[config.mk]
export PLATFORM = sky130hd
export DESIGN_NAME = subset_sum_reachability
export DESIGN_NICKNAME = d
export VERILOG_FILES = /design/src/design/ssr_pkg.sv /design/src/design/subset_sum_reachability.sv /design/src/design/ssr_bitmap.sv /design/src/design/ssr_shift_or.sv
export SDC_FILE = /design/constraint.sdc
export NUM_CORES = 2
export LEC_CHECK = 0
export BUFFER_PORTS_ARGS = -buffer_cell sky130_fd_sc_hd__buf_4
export CORE_AREA = 2 2 422 424
export DETAILED_ROUTE_END_ITERATION = 16
export DIE_AREA = 0 0 424 426
export GPL_TIMING_DRIVEN = 0
export PLACE_DENSITY = 0.61
export SETUP_SLACK_MARGIN = 0.02
export SLEW_MARGIN = 10
export SYNTH_ARGS = -nofsm -noshare
export SYNTH_HDL_FRONTEND = slang
export SYNTH_SLANG_ARGS = --single-unit
[constraint.sdc]
create_clock -name clk -period 10 [get_ports clk]
set_clock_uncertainty 0.05 [all_clocks]
set_input_delay 1.5 -clock clk [delete_from_list [all_inputs] [get_ports clk]]
set_output_delay 1.5 -clock clk [all_outputs]
set_load 0.05 [all_outputs]
[src/design/ssr_pkg.sv]
// ----------------------------------------------------------------------------
// ssr_pkg
// Shared types and constants for the subset-sum reachability block.
// ----------------------------------------------------------------------------
package ssr_pkg;

	localparam int ELEM_W   = 16;  // element_value width
	localparam int TARGET_W = 10;  // target_sum width
	localparam int WORD_W   = 64;  // bitmap word width
	localparam int BIT_W    = 6;   // bit position inside a word
	localparam int WSH_W    = ELEM_W - BIT_W;  // word offset of an element
	localparam int SADDR_W  = 12;  // signed source word address
	localparam int OUT_W    = 8;   // m_tdata width

	typedef enum logic [2:0] {
		ST_IDLE,
		ST_PRIME,
		ST_RUN,
		ST_DRAIN,
		ST_CHECK,
		ST_RESULT
	} ssr_state_t;

endpackage

[src/design/subset_sum_reachability.sv]
// ----------------------------------------------------------------------------
// subset_sum_reachability
// Decides whether some subset of a stream of elements sums to target_sum,
// by shift-or updates of a reachable-sum bitmap, one word per cycle.
// ----------------------------------------------------------------------------
// channel | dir | handshake        | payload
// s_      | in  | tvalid / tready  | tdata[15:0] element_value, tlast last_element
// m_      | out | tvalid / tready  | tdata[7:0] subset_found in bit 0
// cfg_    | in  | wr_en            | wr_data[9:0] target_sum
//
// an element in 1..MAX_TARGET makes a pass through the prime, run and drain
// states: one word of the bitmap store is read, shift-ored and written per cycle.
// zero or out-of-range elements need no pass; a last element adds the check
// and result states for the target lookup before the result is offered.
// reset leaves only sum zero reachable and target_sum at zero; the map is
// cleared through per-word valid bits.
// a stalled result holds back the next last element only.
// ----------------------------------------------------------------------------
module subset_sum_reachability #(
	parameter int MAX_TARGET = 1023
) (
	input  logic                         clk,
	input  logic                         arst_n,
	input  logic                         s_tvalid,
	output logic                         s_tready,
	input  logic [ssr_pkg::ELEM_W-1:0]   s_tdata,   // element_value
	input  logic                         s_tlast,   // last_element
	output logic                         m_tvalid,
	input  logic                         m_tready,
	output logic [ssr_pkg::OUT_W-1:0]    m_tdata,   // [0] subset_found, rest zero
	input  logic                         cfg_wr_en,
	input  logic [ssr_pkg::TARGET_W-1:0] cfg_wr_data  // target_sum
);
	import ssr_pkg::*;

	localparam int WORDS    = MAX_TARGET / 64 + 1;
	localparam int ADDR_W   = (WORDS > 1) ? $clog2(WORDS) : 1;
	localparam int TOP_BITS = MAX_TARGET % 64 + 1;
	localparam logic [WORD_W-1:0] TOP_MASK =
		(TOP_BITS == 64) ? {WORD_W{1'b1}} : ((64'd1 << (TOP_BITS % 64)) - 64'd1);
	localparam logic [ADDR_W-1:0] LAST_WORD = ADDR_W'(WORDS - 1);

	ssr_state_t state_q, state_d;

	logic [TARGET_W-1:0] target_q;
	logic [WSH_W-1:0]    ws_q;
	logic [BIT_W-1:0]    bs_q;
	logic                last_q;
	logic [ADDR_W-1:0]   i_q;
	logic [WORD_W-1:0]   upper_q;
	logic                wr_s1;
	logic                prime_s1;
	logic                b_neg_s1;
	logic [ADDR_W-1:0]   wr_addr_s1;
	logic                found_q;
	logic                out_valid_q;

	logic                accept;
	logic                skip;
	logic [SADDR_W-1:0]  upper_addr;
	logic [SADDR_W-1:0]  lower_addr;
	logic                rd_a_en;
	logic [ADDR_W-1:0]   rd_a_addr;
	logic                rd_b_en;
	logic [ADDR_W-1:0]   rd_b_addr;
	logic                b_neg;
	logic                issue_run;
	logic                issue_prime;
	logic                load_out;
	logic                found_d;
	logic [WORD_W-1:0]   rd_a_data;
	logic [WORD_W-1:0]   rd_b_data;
	logic [WORD_W-1:0]   lower_val;
	logic [WORD_W-1:0]   keep_mask;
	logic [WORD_W-1:0]   new_word;

	assign accept     = s_tvalid && s_tready;
	assign skip       = (s_tdata == '0) || (s_tdata > ELEM_W'(MAX_TARGET));
	// source word addresses, negative means below the map
	assign upper_addr = SADDR_W'(WORDS - 1) - SADDR_W'(ws_q);
	assign lower_addr = SADDR_W'(i_q) - SADDR_W'(ws_q) - SADDR_W'(1);

	always_comb begin
		state_d     = state_q;
		s_tready    = 1'b0;
		rd_a_en     = 1'b0;
		rd_a_addr   = i_q;
		rd_b_en     = 1'b0;
		rd_b_addr   = lower_addr[ADDR_W-1:0];
		b_neg       = lower_addr[SADDR_W-1];
		issue_run   = 1'b0;
		issue_prime = 1'b0;
		load_out    = 1'b0;
		unique case (state_q)
			ST_IDLE: begin
				s_tready = 1'b1;
				if (s_tvalid) begin
					if (!skip) begin
						state_d = ST_PRIME;
					end else if (s_tlast) begin
						state_d = ST_CHECK;
					end
				end
			end
			ST_PRIME: begin
				rd_b_en     = !upper_addr[SADDR_W-1];
				rd_b_addr   = upper_addr[ADDR_W-1:0];
				b_neg       = upper_addr[SADDR_W-1];
				issue_prime = 1'b1;
				state_d     = ST_RUN;
			end
			ST_RUN: begin
				rd_a_en   = 1'b1;
				rd_b_en   = !lower_addr[SADDR_W-1];
				issue_run = 1'b1;
				if (i_q == '0) begin
					state_d = ST_DRAIN;
				end
			end
			ST_DRAIN: begin
				state_d = last_q ? ST_CHECK : ST_IDLE;
			end
			ST_CHECK: begin
				rd_a_en   = 1'b1;
				rd_a_addr = ADDR_W'(target_q >> BIT_W);
				state_d   = ST_RESULT;
			end
			ST_RESULT: begin
				if (!out_valid_q || m_tready) begin
					load_out = 1'b1;
					state_d  = ST_IDLE;
				end
			end
			default: begin
				state_d = ST_IDLE;
			end
		endcase
	end

	always_ff @(posedge clk or negedge arst_n) begin
		if (!arst_n) begin
			state_q <= ST_IDLE;
		end else begin
			state_q <= state_d;
		end
	end

	always_ff @(posedge clk or negedge arst_n) begin
		if (!arst_n) begin
			target_q    <= '0;
			last_q      <= 1'b0;
			i_q         <= '0;
			wr_s1       <= 1'b0;
			prime_s1    <= 1'b0;
			out_valid_q <= 1'b0;
		end else begin
			if (cfg_wr_en) begin
				target_q <= cfg_wr_data;
			end
			if (accept) begin
				last_q <= s_tlast;
				i_q    <= LAST_WORD;
			end else if (issue_run) begin
				i_q <= i_q - ADDR_W'(1);
			end
			wr_s1    <= issue_run;
			prime_s1 <= issue_prime;
			if (load_out) begin
				out_valid_q <= 1'b1;
			end else if (m_tready) begin
				out_valid_q <= 1'b0;
			end
		end
	end

	always_ff @(posedge clk) begin
		if (accept) begin
			ws_q <= s_tdata[ELEM_W-1:BIT_W];
			bs_q <= s_tdata[BIT_W-1:0];
		end
		b_neg_s1   <= b_neg;
		wr_addr_s1 <= i_q;
		// the lower source of this word is the upper source of the next one down
		if (prime_s1 || wr_s1) begin
			upper_q <= lower_val;
		end
		if (load_out) begin
			found_q <= found_d;
		end
	end

	assign lower_val = b_neg_s1 ? '0 : rd_b_data;
	assign keep_mask = (wr_addr_s1 == LAST_WORD) ? TOP_MASK : {WORD_W{1'b1}};

	always_comb begin
		if (target_q == '0) begin
			found_d = 1'b1;
		end else if (ELEM_W'(target_q) > ELEM_W'(MAX_TARGET)) begin
			found_d = 1'b0;
		end else begin
			found_d = rd_a_data[target_q[BIT_W-1:0]];
		end
	end

	ssr_bitmap #(
		.WORDS  (WORDS),
		.ADDR_W (ADDR_W)
	) u_bitmap (
		.clk       (clk),
		.arst_n    (arst_n),
		.clr       (load_out),
		.rd_a_en   (rd_a_en),
		.rd_a_addr (rd_a_addr),
		.rd_a_data (rd_a_data),
		.rd_b_en   (rd_b_en),
		.rd_b_addr (rd_b_addr),
		.rd_b_data (rd_b_data),
		.wr_en     (wr_s1),
		.wr_addr   (wr_addr_s1),
		.wr_data   (new_word)
	);

	ssr_shift_or u_shift_or (
		.dest      (rd_a_data),
		.upper     (upper_q),
		.lower     (lower_val),
		.bit_shift (bs_q),
		.keep_mask (keep_mask),
		.result    (new_word)
	);

	assign m_tvalid = out_valid_q;
	assign m_tdata  = {{(OUT_W-1){1'b0}}, found_q};

endmodule

[src/design/ssr_bitmap.sv]
// ----------------------------------------------------------------------------
// ssr_bitmap
// Reachable-sum word store: one write port, two registered read ports, and a
// valid bit per word so that a clear needs no per-word writes.
// ----------------------------------------------------------------------------
module ssr_bitmap #(
	parameter int WORDS  = 16,
	parameter int ADDR_W = 4
) (
	input  logic                       clk,
	input  logic                       arst_n,
	input  logic                       clr,
	input  logic                       rd_a_en,
	input  logic [ADDR_W-1:0]          rd_a_addr,
	output logic [ssr_pkg::WORD_W-1:0] rd_a_data,
	input  logic                       rd_b_en,
	input  logic [ADDR_W-1:0]          rd_b_addr,
	output logic [ssr_pkg::WORD_W-1:0] rd_b_data,
	input  logic                       wr_en,
	input  logic [ADDR_W-1:0]          wr_addr,
	input  logic [ssr_pkg::WORD_W-1:0] wr_data
);
	import ssr_pkg::*;

	logic [WORD_W-1:0] mem [WORDS];
	logic [WORDS-1:0]  valid_q;
	logic [WORD_W-1:0] a_q;
	logic [WORD_W-1:0] b_q;
	logic              a_valid_q;
	logic              a_zero_q;
	logic              b_valid_q;
	logic              b_zero_q;

	always_ff @(posedge clk) begin
		if (wr_en) begin
			mem[wr_addr] <= wr_data;
		end
		if (rd_a_en) begin
			a_q <= mem[rd_a_addr];
		end
		if (rd_b_en) begin
			b_q <= mem[rd_b_addr];
		end
	end

	always_ff @(posedge clk or negedge arst_n) begin
		if (!arst_n) begin
			valid_q   <= '0;
			a_valid_q <= 1'b0;
			a_zero_q  <= 1'b0;
			b_valid_q <= 1'b0;
			b_zero_q  <= 1'b0;
		end else begin
			if (clr) begin
				valid_q <= '0;
			end else if (wr_en) begin
				valid_q[wr_addr] <= 1'b1;
			end
			if (rd_a_en) begin
				a_valid_q <= valid_q[rd_a_addr];
				a_zero_q  <= (rd_a_addr == '0);
			end
			if (rd_b_en) begin
				b_valid_q <= valid_q[rd_b_addr];
				b_zero_q  <= (rd_b_addr == '0);
			end
		end
	end

	// unwritten words read as the cleared map: only sum zero set
	assign rd_a_data = a_valid_q ? a_q : {{(WORD_W-1){1'b0}}, a_zero_q};
	assign rd_b_data = b_valid_q ? b_q : {{(WORD_W-1){1'b0}}, b_zero_q};

endmodule

[src/design/ssr_shift_or.sv]
// ----------------------------------------------------------------------------
// ssr_shift_or
// Shared shift-or unit: builds one new bitmap word from the old word and the
// two source words that straddle it.
// ----------------------------------------------------------------------------
module ssr_shift_or (
	input  logic [ssr_pkg::WORD_W-1:0] dest,
	input  logic [ssr_pkg::WORD_W-1:0] upper,
	input  logic [ssr_pkg::WORD_W-1:0] lower,
	input  logic [ssr_pkg::BIT_W-1:0]  bit_shift,
	input  logic [ssr_pkg::WORD_W-1:0] keep_mask,
	output logic [ssr_pkg::WORD_W-1:0] result
);
	import ssr_pkg::*;

	logic [WORD_W-1:0] up_part;
	logic [WORD_W-1:0] lo_part;
	logic [BIT_W:0]    lo_shift;

	always_comb begin
		lo_shift = 7'd64 - {1'b0, bit_shift};
		up_part  = upper << bit_shift;
		// with no bit shift the lower word contributes nothing
		lo_part  = (bit_shift == '0) ? '0 : (lower >> lo_shift);
		result   = (dest | up_part | lo_part) & keep_mask;
	end

endmodule

==> metrics.csv <==
stage,metric,value,unit
status,status,"finished, final reports clean",
floorplan,die_y,426,um
global_routing,grt_pass1_wl,383000,um
finish,finish.utilization,43.4,%
floorplan,dieArea,181000,um2
global_routing,grt_pass1_vias,49400,
sta,final-setup-viol-count,0,
worst_setup_path,worstReg2RegEnd,u_bitmap.mem[10][7],
sta,worstMarginPinSlew,1.39,ns
synth,synth-async-reset-ratio,3.21,%
worst_setup_path,rr_startpoint,bs_q[1],
worst_setup_path,r2r_slack,3.07,ns
synth,synth_compound_area_share,11.9,%
finish,stdcell_area,76200,um2
synth,synth-xor-area-share,0.154,%
worst_setup_path,worstSetupPathType,flop to flop,
run,maxCapViolCount,0,
detailed_routing,wl,276000,um
sta,rsz0062_at_grt,false,
global_routing,grt_remaining_overflow,0,
cts,numCtsBuffers,140,
synth,synthSimpleGateAreaFrac,11.1,%
sta,tns,0,ns
worst_setup_path,crit_fanout,12,
worst_setup_path,end_kind,flop,
sta,fmax,144,MHz
synth,yosysTopAreaCell,edfxtp_1,
sta,finalWorstSetupSlack,3.07,ns
worst_setup_path,ff2ff_path_depth,12,
hold_path,hold_start,i_q[0],
sta,max_slew_margin,4.87,%
cts,clk-insertion-delay-late,0.83,ns
sta,drv_slew,0,
synth,synth_cells,5135,
placed_design,io_buffers,33,
hold_path,hold_depth,0,
cts,cts_tree,yes,
floorplan,rows,154,
placed_design,dp_hpwl,211000,um
synth,synth_adder_area_share,0.161,%
worst_setup_path,cpPeakStageDelay,0.87,ns
worst_setup_path,critPathRequiredTime,10.48,ns
hold_path,holdPathEnd,wr_addr_s1[0],
cts,cts_setup_buffers,0,
floorplan,pin_count,42,
floorplan,start_util,37.9,%
synth,synth-edff-count,1233,
placed_design,preCtsSetupSlack,3.38,ns
global_routing,grt_max_degree,62,
detailed_routing,drc,0,
global_routing,grtUsageTotal,30.1,%
detailed_routing,dr.pass1.iters,7,
synth,synth_cell_type_count,82,
detailed_routing,first_iter_violations,7493,
sta,whs,0.397,ns
power,power.density,389,nW/um2
synth,synth-seq-cells,1279,
detailed_routing,ant_nets,0,
worst_setup_path,start_kind,flop,
cts,clk_pin_slew_worst_paths,0.06,ns
synth,yosysTopAreaCellShare,55.5,%
detailed_routing,vias,50600,
worst_setup_path,slowest_stage,xnor2_1,
cts,numClockSinks,1279,
sta,hold_viol,0,
floorplan,fp.dieW,424,um
synth,ys_top_cells_by_area,"edfxtp_1 56%, mux4_2 13%, nand2_1 5.6%",
synth,synth_mux_area_share,16.4,%
global_routing,antenna_found_initial,13,
sta,min_period_over_period,69.3,%
finish,fillers,16000,
finish,drive_above_1_share,18.0,%
cts,htree_levels,4,
finish,syn_to_final_growth,14.3,%
placed_design,place_congestion,1.03,
synth,synth_top_family_by_area,multiplexers,
floorplan,core_area,176000,um2
cts,cts-root-buf,clkbuf_16,
power,ir_drop,0.216,mV
worst_setup_path,arrival,7.41,ns
placed_design,placed_cell_area,71800,um2
cts,cts_resized,0,
sta,post-route-min-period,6.93,ns
power,cellLeakagePower,24.9,nW
worst_setup_path,worstPathCellList,buf_1 > buf_1 > inv_1 > ha_1 > nor3b_2 > xnor2_1 > clkbuf_1 > clkbuf_1 > o22ai_1 > mux2i_1 > o211ai_1 > buf_4,
cts,clk_path_buf_depth,3,
hold_path,hold_class,flop to flop,
finish,nets,5468,
synth,netlist_area,66700,um2
synth,yosysSeqAreaShare,57.2,%
synth,yosysWarnings,0,
detailed_routing,wl_per_cell,35.0,um
cts,postCtsHoldBufs,0,
synth,synth_ff_type,edfxtp_1,
detailed_routing,drt-vias-per-instance,6.42,
synth,synth.avg_cell_area,13.0,um2
worst max path at each step:
stage / startpoint / endpoint / slack [ns] / depth (start not counted)
2_1_floorplan: ws_q[1] / u_bitmap.b_valid_q / 2.93 / 9
3_3_place_gp: ws_q[1] / u_bitmap.b_valid_q / -2.00 / 9
3_5_place_dp: bs_q[1] / u_bitmap.mem[8][7] / 3.38 / 12
4_1_cts: bs_q[1] / u_bitmap.mem[8][7] / 3.34 / 12
5_1_grt: bs_q[1] / u_bitmap.mem[10][7] / 3.14 / 12
6_report: bs_q[1] / u_bitmap.mem[10][7] / 3.07 / 12
layout make-up:
type	count	area, um2	area share (%)
plain buffers	455	2000	2.63
flip-flops and latches	1279	38200	50.1
clock inverters	74	629	0.826
diodes	6	15.0	0.0197
inverters	28	105	0.138
repair buffers	145	1790	2.35
well taps	2340	2930	3.84
multi-input cells	3379	26800	35.2
clock buffers	176	3740	4.91
power by group:
part / internal [W] / switching (W) / total [W]
combinational: 0.00512 / 0.0114 / 0.0165
clock: 0.00284 / 0.00223 / 0.00507
sequential: 0.00759 / 0.000436 / 0.00803
total: 0.0156 / 0.0141 / 0.0296
cell usage in the layout (no fill, tap or decap), types with 10 or more instances in the layout:
cell	Yosys	final
buf_8	0	10
buf_2	63	63
nor2_4	0	13
o211ai_1	27	27
edfxtp_1	1233	1233
a311oi_1	134	134
a31oi_1	215	215
o221ai_2	0	19
a221oi_1	18	18
a21oi_1	200	198
and2_1	329	329
o22ai_1	11	11
nor3_1	20	15
and3_1	72	72
nand3_1	30	30
clkbuf_1	299	315
nand2b_1	10	10
buf_6	3	22
inv_1	23	23
mux4_2	394	394
clkinv_1	4	30
clkinv_2	0	25
buf_1	43	43
nand2_1	999	999
a22oi_1	12	12
nor2_1	130	117
mux2i_1	127	124
clkbuf_2	0	14
buf_4	47	121
buf_12	0	38
a211oi_1	342	342
o21ai_0	59	47
clkbuf_16	0	144
mux2_2	68	68
a222oi_1	14	14
dfrtp_1	41	41
metal layers:
metal | share of wire [%] | up-vias | track usage (%)
li1 | - | 20800 | -
met1 | 37 | 25700 | 38.3
met2 | 45 | 3506 | 46.4
met3 | 12 | 660 | 8.79
met4 | 6.1 | 4 | 16.1
met5 | 0.011 | - | 0
critical path, delay by kind of cell (launching register included):
kind / cells / cell delay, ns
buf+inv: 6 / 3.12
xor+xnor: 1 / 0.87
compound gates: 2 / 0.81
fa+ha+maj: 1 / 0.28
flops: 1 / 0.50
simple gates: 1 / 0.25
mux: 1 / 0.72
sequential cells by signal, indices dropped and copies added (netlist names):
register / cells
u_bitmap.mem: 1024
wr_addr_s1: 4
u_bitmap.b_q: 64
upper_q: 64
wr_s1: 1
u_bitmap.a_zero_q: 1
u_bitmap.b_zero_q: 1
m_tvalid: 1
u_bitmap.valid_q: 16
b_neg_s1: 1
prime_s1: 1
found_q: 1
ws_q: 10
u_bitmap.b_valid_q: 1
u_bitmap.a_valid_q: 1
bs_q: 6
target_q: 10
i_q: 4
u_bitmap.a_q: 64
state_q: 3
last_q: 1
cells in the mapped netlist (12+ instances only):
cell / n
a211oi_1: 342
a21oi_1: 200
a221oi_1: 18
a222oi_1: 14
a22oi_1: 12
a311oi_1: 134
a31oi_1: 215
and2_1: 329
and3_1: 72
buf_1: 43
buf_2: 63
buf_4: 47
clkbuf_1: 299
dfrtp_1: 41
edfxtp_1: 1233
inv_1: 23
mux2_2: 68
mux2i_1: 127
mux4_2: 394
nand2_1: 999
nand3_1: 30
nor2_1: 130
nor3_1: 20
o211ai_1: 27
o21ai_0: 59
o221ai_1: 26
through the flow:
| stage | total power (W) | instances |
|---|---|---|
| CTS | 0.0291 | 7874 |
| global placement | 0.0236 | 7514 |
| detailed placement | 0.0240 | 7624 |
| global route | 0.0305 | 7876 |
| floorplan | 0.0170 | 5141 |
| finish | 0.0296 | 7882 |
cell families after synthesis:
kind of cell | count (synthesis)
AOI/OAI and AO/OA | 1129
other | 1
xor gates and xnor gates | 10
buffers and inverters | 483
muxes | 589
DFF | 1279
and+or+nand+nor | 1636
adders and majority gates | 8
(Power assumes the default switching activity.)
